$ cat config.mk
export PLATFORM = sky130hd
export DESIGN_NAME = hostname_validator_flat
export DESIGN_NICKNAME = d
export VERILOG_FILES = /design/src/rtl/hv_pkg.sv /design/src/rtl/hv_char_if.sv /design/src/rtl/hv_verdict_if.sv /design/src/rtl/hv_classify.sv /design/src/rtl/hv_track.sv /design/src/rtl/hostname_validator.sv /design/src/flat_wrapper.sv
export SDC_FILE = /design/constraint.sdc
export NUM_CORES = 1
export LEC_CHECK = 0
export BUFFER_PORTS_ARGS = -buffer_cell sky130_fd_sc_hd__buf_2
export CORE_MARGIN = 4
export CORE_UTILIZATION = 49
export CTS_BUF_LIST = sky130_fd_sc_hd__clkbuf_2 sky130_fd_sc_hd__clkbuf_4 sky130_fd_sc_hd__clkbuf_8
export DETAILED_ROUTE_END_ITERATION = 7
export PLACE_DENSITY = 0.75
export SKIP_LAST_GASP = 1
export SLEW_MARGIN = 25
export SYNTH_ARGS = -nofsm -noshare
export SYNTH_HDL_FRONTEND = slang
export SYNTH_HIERARCHICAL = 1
export SYNTH_SLANG_ARGS = --single-unit
export TNS_END_PERCENT = 100
$ cat constraint.sdc
create_clock -name i_clk -period 4.5 [get_ports i_clk]
set_input_delay 0 -clock i_clk [delete_from_list [all_inputs] [get_ports i_clk]]
set_output_delay 0 -clock i_clk [all_outputs]
set_load 0.005 [all_outputs]
$ cat src/rtl/hv_pkg.sv
// shared types and constants for the host name validator
`default_nettype none

package hv_pkg;

    localparam int unsigned NAME_COUNT_W  = 8;
    localparam int unsigned LABEL_COUNT_W = 7;
    localparam int unsigned OCTET_W       = 10;
    localparam int unsigned DIGITS_W      = 3;
    localparam int unsigned LABELS_W      = 3;

    localparam int unsigned MAX_NAME_LEN  = 253;
    localparam int unsigned MAX_LABEL_LEN = 63;
    localparam int unsigned OCTET_MAX     = 255;
    localparam int unsigned QUAD_LABELS   = 4;
    localparam int unsigned QUAD_DIGITS   = 3;

    localparam logic [7:0] ASCII_DOT    = 8'h2E;
    localparam logic [7:0] ASCII_HYPHEN = 8'h2D;
    localparam logic [7:0] ASCII_ZERO   = 8'h30;
    localparam logic [7:0] ASCII_NINE   = 8'h39;
    localparam logic [7:0] ASCII_LC_A   = 8'h61;
    localparam logic [7:0] ASCII_LC_Z   = 8'h7A;
    localparam logic [7:0] ASCII_UC_A   = 8'h41;
    localparam logic [7:0] ASCII_UC_Z   = 8'h5A;

    typedef struct packed {
        logic       is_digit;
        logic       is_alpha;
        logic       is_dot;
        logic       is_hyph;
        logic [3:0] digit;
    } t_char_class;

endpackage

`default_nettype wire

$ cat src/rtl/hv_char_if.sv
// character stream channel: one byte of the name and its end flag
`default_nettype none

interface hv_char_if;

    logic       valid;
    logic       ready;
    logic [7:0] character;
    logic       final_char;

    modport source (output valid, output character, output final_char, input ready);
    modport sink   (input valid, input character, input final_char, output ready);

endinterface

`default_nettype wire

$ cat src/rtl/hv_verdict_if.sv
// verdict channel: one result word per name
`default_nettype none

interface hv_verdict_if;

    logic valid;
    logic ready;
    logic host_ok;

    modport source (output valid, output host_ok, input ready);
    modport sink   (input valid, input host_ok, output ready);

endinterface

`default_nettype wire

$ cat src/rtl/hv_classify.sv
// character classifier: letter, digit, dot, hyphen and digit value
`default_nettype none

module hv_classify (
    input  wire logic [7:0]          i_character,
    output hv_pkg::t_char_class      o_class
);
    import hv_pkg::*;

    logic [7:0] w_offset;

    assign w_offset = i_character - ASCII_ZERO;

    always_comb begin
        o_class.is_digit = (i_character >= ASCII_ZERO) && (i_character <= ASCII_NINE);
        o_class.is_alpha = ((i_character >= ASCII_LC_A) && (i_character <= ASCII_LC_Z)) ||
                           ((i_character >= ASCII_UC_A) && (i_character <= ASCII_UC_Z));
        o_class.is_dot   = (i_character == ASCII_DOT);
        o_class.is_hyph  = (i_character == ASCII_HYPHEN);
        o_class.digit    = w_offset[3:0];
    end

endmodule

`default_nettype wire

$ cat src/rtl/hv_track.sv
// per-name rule tracking state and end-of-name verdict
`default_nettype none

module hv_track (
    input  wire logic                i_clk,
    input  wire logic                i_rst_n,
    input  wire logic                i_step,
    input  wire logic                i_final,
    input  wire hv_pkg::t_char_class i_class,
    output logic                     o_host_ok
);
    import hv_pkg::*;

    typedef struct packed {
        logic [NAME_COUNT_W-1:0]  name_count;
        logic [LABEL_COUNT_W-1:0] label_count;
        logic                     label_began_hyphen;
        logic                     prev_hyphen;
        logic                     syntax_bad;
        logic                     all_numeric;
        logic [OCTET_W-1:0]       octet_value;
        logic [DIGITS_W-1:0]      octet_digits;
        logic                     octet_lead_zero;
        logic                     quad_bad;
        logic [LABELS_W-1:0]      labels_seen;
    } t_hv_state;

    localparam t_hv_state C_RESET = '{
        name_count:         '0,
        label_count:        '0,
        label_began_hyphen: 1'b0,
        prev_hyphen:        1'b0,
        syntax_bad:         1'b0,
        all_numeric:        1'b1,
        octet_value:        '0,
        octet_digits:       '0,
        octet_lead_zero:    1'b0,
        quad_bad:           1'b0,
        labels_seen:        '0
    };

    function automatic t_hv_state close_label(input t_hv_state s);
        t_hv_state t;
        t = s;
        if ((s.label_count == '0) || s.prev_hyphen || s.label_began_hyphen) begin
            t.syntax_bad = 1'b1;
        end
        if (s.octet_value > OCTET_W'(OCTET_MAX)) begin
            t.quad_bad = 1'b1;
        end
        if (s.labels_seen != '1) begin
            t.labels_seen = s.labels_seen + LABELS_W'(1);
        end
        t.label_count        = '0;
        t.label_began_hyphen = 1'b0;
        t.prev_hyphen        = 1'b0;
        t.octet_value        = '0;
        t.octet_digits       = '0;
        t.octet_lead_zero    = 1'b0;
        return t;
    endfunction

    t_hv_state r_state;
    t_hv_state w_char;
    t_hv_state w_end;
    t_hv_state n_state;

    // state after this character
    always_comb begin
        w_char = r_state;
        if (r_state.name_count >= NAME_COUNT_W'(MAX_NAME_LEN)) begin
            w_char.syntax_bad = 1'b1;
        end
        if (r_state.name_count != '1) begin
            w_char.name_count = r_state.name_count + NAME_COUNT_W'(1);
        end
        if (!i_class.is_digit && !i_class.is_dot) begin
            w_char.all_numeric = 1'b0;
        end
        if (!(i_class.is_digit || i_class.is_alpha || i_class.is_dot || i_class.is_hyph)) begin
            w_char.syntax_bad = 1'b1;
        end
        if (i_class.is_dot) begin
            w_char = close_label(w_char);
        end else begin
            if (r_state.label_count >= LABEL_COUNT_W'(MAX_LABEL_LEN)) begin
                w_char.syntax_bad = 1'b1;
            end
            if (i_class.is_hyph && (r_state.label_count == '0)) begin
                w_char.label_began_hyphen = 1'b1;
            end
            if (r_state.label_count != '1) begin
                w_char.label_count = r_state.label_count + LABEL_COUNT_W'(1);
            end
            w_char.prev_hyphen = i_class.is_hyph;
            if (i_class.is_digit) begin
                if (r_state.octet_digits >= DIGITS_W'(QUAD_DIGITS)) begin
                    w_char.quad_bad = 1'b1;
                end
                if ((r_state.octet_digits != '0) && r_state.octet_lead_zero) begin
                    w_char.quad_bad = 1'b1;
                end
                if ((r_state.octet_digits == '0) && (i_class.digit == 4'd0)) begin
                    w_char.octet_lead_zero = 1'b1;
                end
                if (r_state.octet_digits < DIGITS_W'(QUAD_DIGITS)) begin
                    w_char.octet_value = (r_state.octet_value << 3) +
                                         (r_state.octet_value << 1) +
                                         OCTET_W'(i_class.digit);
                end
                if (r_state.octet_digits != '1) begin
                    w_char.octet_digits = r_state.octet_digits + DIGITS_W'(1);
                end
            end
        end
    end

    // last label closes at end of name
    always_comb begin
        w_end = close_label(w_char);
        o_host_ok = !w_end.syntax_bad &&
                    (!w_end.all_numeric ||
                     (!w_end.quad_bad && (w_end.labels_seen == LABELS_W'(QUAD_LABELS))));
    end

    always_comb begin
        n_state = r_state;
        if (i_step) begin
            n_state = i_final ? C_RESET : w_char;
        end
    end

    always_ff @(posedge i_clk) begin
        if (!i_rst_n) begin
            r_state <= C_RESET;
        end else begin
            r_state <= n_state;
        end
    end

    property p_clear_after_name;
        @(posedge i_clk) disable iff (!i_rst_n)
        (i_step && i_final) |=> (r_state == C_RESET);
    endproperty
    a_clear_after_name: assert property (p_clear_after_name)
        else $error("state not cleared after last word of name");

endmodule

`default_nettype wire

$ cat src/rtl/hostname_validator.sv
// host name validator top level: input register, rule tracker, verdict register
//
//  channel     dir  words                        per name
//  i_char      in   character, final_char        one per character
//  o_verdict   out  host_ok                      one, after final_char
//
// one character per cycle, unless a final character waits on a stalled verdict; each character passes through
// the input register, and the verdict is registered when the final character leaves it.
// reset clears the input and output valid flags and the rule state.
// a stalled verdict holds only a final character; other characters keep flowing.
`default_nettype none

module hostname_validator (
    input  wire logic     i_clk,
    input  wire logic     i_rst_n,
    hv_char_if.sink       i_char,
    hv_verdict_if.source  o_verdict
);
    import hv_pkg::*;

    logic        r_in_valid;
    logic [7:0]  r_in_char;
    logic        r_in_final;
    logic        r_out_valid;
    logic        r_host_ok;

    logic        w_out_free;
    logic        w_adv;
    logic        w_in_ready;
    logic        w_host_ok;
    t_char_class w_class;

    assign w_out_free = !r_out_valid || o_verdict.ready;
    assign w_adv      = r_in_valid && (!r_in_final || w_out_free);
    assign w_in_ready = !r_in_valid || w_adv;

    assign i_char.ready      = w_in_ready;
    assign o_verdict.valid   = r_out_valid;
    assign o_verdict.host_ok = r_host_ok;

    hv_classify u_classify (
        .i_character (r_in_char),
        .o_class     (w_class)
    );

    hv_track u_track (
        .i_clk     (i_clk),
        .i_rst_n   (i_rst_n),
        .i_step    (w_adv),
        .i_final   (r_in_final),
        .i_class   (w_class),
        .o_host_ok (w_host_ok)
    );

    always_ff @(posedge i_clk) begin
        if (!i_rst_n) begin
            r_in_valid <= 1'b0;
        end else if (w_in_ready) begin
            r_in_valid <= i_char.valid;
        end
    end

    always_ff @(posedge i_clk) begin
        if (i_char.valid && w_in_ready) begin
            r_in_char  <= i_char.character;
            r_in_final <= i_char.final_char;
        end
    end

    always_ff @(posedge i_clk) begin
        if (!i_rst_n) begin
            r_out_valid <= 1'b0;
        end else if (w_adv && r_in_final) begin
            r_out_valid <= 1'b1;
        end else if (o_verdict.ready) begin
            r_out_valid <= 1'b0;
        end
    end

    always_ff @(posedge i_clk) begin
        if (w_adv && r_in_final) begin
            r_host_ok <= w_host_ok;
        end
    end

    property p_final_waits;
        @(posedge i_clk) disable iff (!i_rst_n)
        (r_in_valid && r_in_final && !w_out_free) |=> r_in_valid;
    endproperty
    a_final_waits: assert property (p_final_waits)
        else $error("final word dropped while verdict stalled");

    property p_verdict_source;
        @(posedge i_clk) disable iff (!i_rst_n)
        $rose(r_out_valid) |-> $past(w_adv && r_in_final);
    endproperty
    a_verdict_source: assert property (p_verdict_source)
        else $error("verdict raised without a final word");

    property p_no_overwrite;
        @(posedge i_clk) disable iff (!i_rst_n)
        (r_out_valid && !o_verdict.ready) |-> !(w_adv && r_in_final);
    endproperty
    a_no_overwrite: assert property (p_no_overwrite)
        else $error("verdict overwritten while stalled");

endmodule

`default_nettype wire

$ cat src/flat_wrapper.sv
// flat-port wrapper written by rule: the top's interface ports become plain ports
module hostname_validator_flat import hv_pkg::*;
  (i_clk, i_rst_n, i_char_valid, i_char_character, i_char_final_char, i_char_ready, o_verdict_valid, o_verdict_host_ok, o_verdict_ready);
  hv_char_if i_char_i ();
  hv_verdict_if o_verdict_i ();
  input  wire logic i_clk;
  input  wire logic i_rst_n;
  input wire logic [$bits(i_char_i.valid)-1:0] i_char_valid;
  input wire logic [$bits(i_char_i.character)-1:0] i_char_character;
  input wire logic [$bits(i_char_i.final_char)-1:0] i_char_final_char;
  output wire logic [$bits(i_char_i.ready)-1:0] i_char_ready;
  output wire logic [$bits(o_verdict_i.valid)-1:0] o_verdict_valid;
  output wire logic [$bits(o_verdict_i.host_ok)-1:0] o_verdict_host_ok;
  input wire logic [$bits(o_verdict_i.ready)-1:0] o_verdict_ready;
  assign i_char_i.valid = i_char_valid;
  assign i_char_i.character = i_char_character;
  assign i_char_i.final_char = i_char_final_char;
  assign i_char_ready = i_char_i.ready;
  assign o_verdict_valid = o_verdict_i.valid;
  assign o_verdict_host_ok = o_verdict_i.host_ok;
  assign o_verdict_i.ready = o_verdict_ready;
  hostname_validator u_core (.i_clk(i_clk), .i_rst_n(i_rst_n), .i_char(i_char_i), .o_verdict(o_verdict_i));
endmodule
==> impl_metrics.tcl <==
set metrics [dict create \
    r2r_start "u_core/r_in_char[7]" \
    grt_pass1_vias 2296 \
    place_congestion 0.7925 \
    period_share 0.7456 \
    ant_nets 0 \
    min_path_cells 3 \
    end_kind "flop" \
    p_per_area_mw_per_mm2 241.7 \
    layout-drive-gt1-share 0.09756 \
    grt_overflow 0 \
    setup.worst_path.end "u_core/o_verdict.host_ok" \
    fin_crit_ns 3.355 \
    finalClockSkew_ns 0.01322 \
    use_met2 0.2901 \
    synth_cells 344 \
    dominantRegCellSynth "dfxtp_1" \
    layout.nets 408 \
    yosysSeqAreaShare 0.3621 \
    critPathLaunch "u_core/r_in_char[7]" \
    ys_ff_latch 49 \
    final_max_slew_viol_count 0 \
    io_buffers 15 \
    reg2reg_setup_slack_ns 1.14 \
    core_area_mm2 0.005921 \
    cp.required_ns 4.66 \
    regArea_mm2 0.001081 \
    tns_ns 0 \
    grt_usage 0.1757 \
    grt_max_degree 29 \
    hold_class "input port to flop" \
    die_area_mm2 0.007405 \
    worst_pin_slew_ns 0.5680 \
    hold_viol 0 \
    io_pins 16 \
    die_y_um 86.06 \
    initial_core_util 0.5042 \
    whs_ns 0.1284 \
    clock_sinks 49 \
    worst_r2r_endpoint "u_core/o_verdict.host_ok" \
    postCtsSetupBuffers 0 \
    layout_common_cells "nor2_1 (39), dfxtp_1 (39), nand2_1 (29)" \
    cts.clk_slew.worst_paths_ns 0.09 \
    max_slew_margin 0.6173 \
    ir_drop_uv 179.2 \
    setup_violations 0 \
    cts_resized 0 \
    fill_cells 532 \
    synthesis.nets 384 \
    cp_cell_sequence "nor3b_1, nand4b_1, nor3b_1, buf_4, a21boi_4, mux2_2, ha_1, and2_4, o311a_1, nor4_1, o311ai_1, a21oi_1" \
    sw_frac_of_total 0.2420 \
    multi_input_comb_area_mm2 0.001765 \
    cts_tree "yes" \
    htree_levels 2 \
    grt_pass1_wl_um 10630 \
    drc 0 \
    synth-edff-count 10 \
    maxCapViolations 0 \
    diodes 0 \
    path_common_cell "nor3b_1" \
    synth_area_mm2 0.002985 \
    num_rows 28 \
    cp-start-kind "flop" \
    yosysWarnings 6 \
    cts_root_buffer "clkbuf_8" \
    intPower_w 0.0006082 \
    die_w_um 86.06 \
    worst_r2r_path_depth 12 \
    seqPwrFrac 0.580 \
    criticalPathCategory "flop to flop" \
    synth.avg_cell_area_um2 8.678 \
    rsz0062_at_grt "false" \
    worst_path_max_delay_cell "edfxtp_1" \
    areaGrowthSynthToFinish_pct 11.19 \
    dr.pass1.iters 4 \
    p_switching_w 0.0001942 \
    status "finished clean" \
    cp_max_fo 16 \
    p_leak_nw 1.396 \
    arrival_ns 3.51 \
    viasPerCell 5.556 \
    vias 2467 \
    dr.first_iter.drc_count 128 \
    clk_latency_ns 0.31 \
    wire_per_inst_um 13.62 \
    fmax_mhz 298.0 \
    met3_usage 0.03170 \
    grt.busiest_layer "met2" \
    p_comb_frac 0.074 \
    clk_path_buf_depth 2 \
    ys_async_sr_fraction 0 \
    cts_inserted_buffers 5 \
    routed_wl_um 6047 \
    ys_types 61 \
    cpPeakStageDelay_ns 0.39 \
    clockPowerShare 0.346 \
    use_met1 0.2338 \
    antenna_found_initial 0 \
    dp_hpwl_um 4287 \
]
-- metal layers --
layer  up-vias  routed length [um]
li1       1275                   -
met2        38                2881
met3         6                 170
met5         -                   0
met4         0                  65
met1      1148                2928
-- cell type report --
type | count | area share
tap | 75 | 0.02827
sequential | 49 | 0.3257
timing repair buffer | 28 | 0.06031
clock inverter | 2 | 0.004146
clock buffer | 6 | 0.02488
multi-input combinational | 262 | 0.5319
inverter | 22 | 0.02488
-- power groups by stage --
stage | sequential [W] | combinational [W] | clock, W
global route | 0.000467 | 0.0000669 | 0.000311
global placement | 0.000475 | 0.0000507 | 0
detailed placement | 0.000475 | 0.0000517 | 0
floorplan | 0.000473 | 0.0000385 | 0
finish | 0.000465 | 0.0000596 | 0.000278
CTS | 0.000465 | 0.0000590 | 0.000288
-- synthesized netlist by cell type, drive strengths merged (7+ instances only) --
cell | n | area [um^2]
a21oi | 20 | 100.1
nand3 | 8 | 40.04
nor2b | 15 | 93.84
ha | 25 | 312.8
inv | 22 | 82.58
buf | 7 | 45.04
nor2 | 39 | 146.4
nor3 | 12 | 60.06
nand2 | 29 | 108.9
edfxtp | 10 | 300.3
dfxtp | 39 | 780.8
o21ai | 17 | 85.08
-- registers in the layout, indices dropped and copies added, names as in the netlist --
signal	flops
u_core/r_in_char	8
u_core/o_verdict.valid	1
u_core/u_track/r_state	37
u_core/r_in_final	1
u_core/r_in_valid	1
u_core/o_verdict.host_ok	1
-- cell families (layout without fill, tap and decap cells) --
kind of cell,count (synthesis),in the layout,synth area share
and+or+nand+nor,143,143,0.2515
AOI/OAI and AO/OA,76,76,0.1710
DFF,49,49,0.3621
buffers and inverters,33,58,0.04778
adders and majority gates,27,27,0.1182
xor gates and xnor gates,11,11,0.03227
muxes,5,5,0.01718
-- worst min-delay path by stage --
| stage | startpoint | endpoint | slack, ns |
|---|---|---|---|
| 6_report | i_rst_n | u_core/u_track/r_state[24] | 0.13 |
| 5_1_grt | i_rst_n | u_core/u_track/r_state[24] | 0.12 |
| 4_1_cts | i_rst_n | u_core/u_track/r_state[24] | 0.11 |
| 3_5_place_dp | i_char_character[6] | u_core/r_in_char[6] | 0.18 |
| 3_3_place_gp | i_char_character[3] | u_core/r_in_char[3] | 0.18 |
| 2_1_floorplan | i_char_character[0] | u_core/r_in_char[0] | 0.1 |
-- per-stage QoR --
stage,std cells,util,area [um^2],setup slack [ns],total power (W)
4_1_cts,444,0.5607,3319,1.168,0.0008128
2_1_floorplan,344,-,2985,1.290,0.0005112
5_1_grt,444,0.5607,3319,0.8911,0.0008445
3_5_place_dp,425,0.5258,3113,1.197,0.0005272
3_3_place_gp,425,0.5258,3113,1.263,0.0005256
6_report,444,0.5607,3319,1.145,0.0008024
-- timing repair --
item	4_1_cts	5_1_grt
endpoints found under the hold margin	11	0
hold buffers	11	0
setup endpoints to repair	0	0
-- critical path: cells and delay by family (launching register included) --
| kind | cells | cell delay [ns] |
|---|---|---|
| simple gates | 5 | 1.06 |
| compound gates | 4 | 0.89 |
| flops | 1 | 0.39 |
| mux | 1 | 0.39 |
| fa+ha+maj | 1 | 0.25 |
| buf+inv | 1 | 0.24 |
Note: power is estimated with default switching activity, not from simulation.
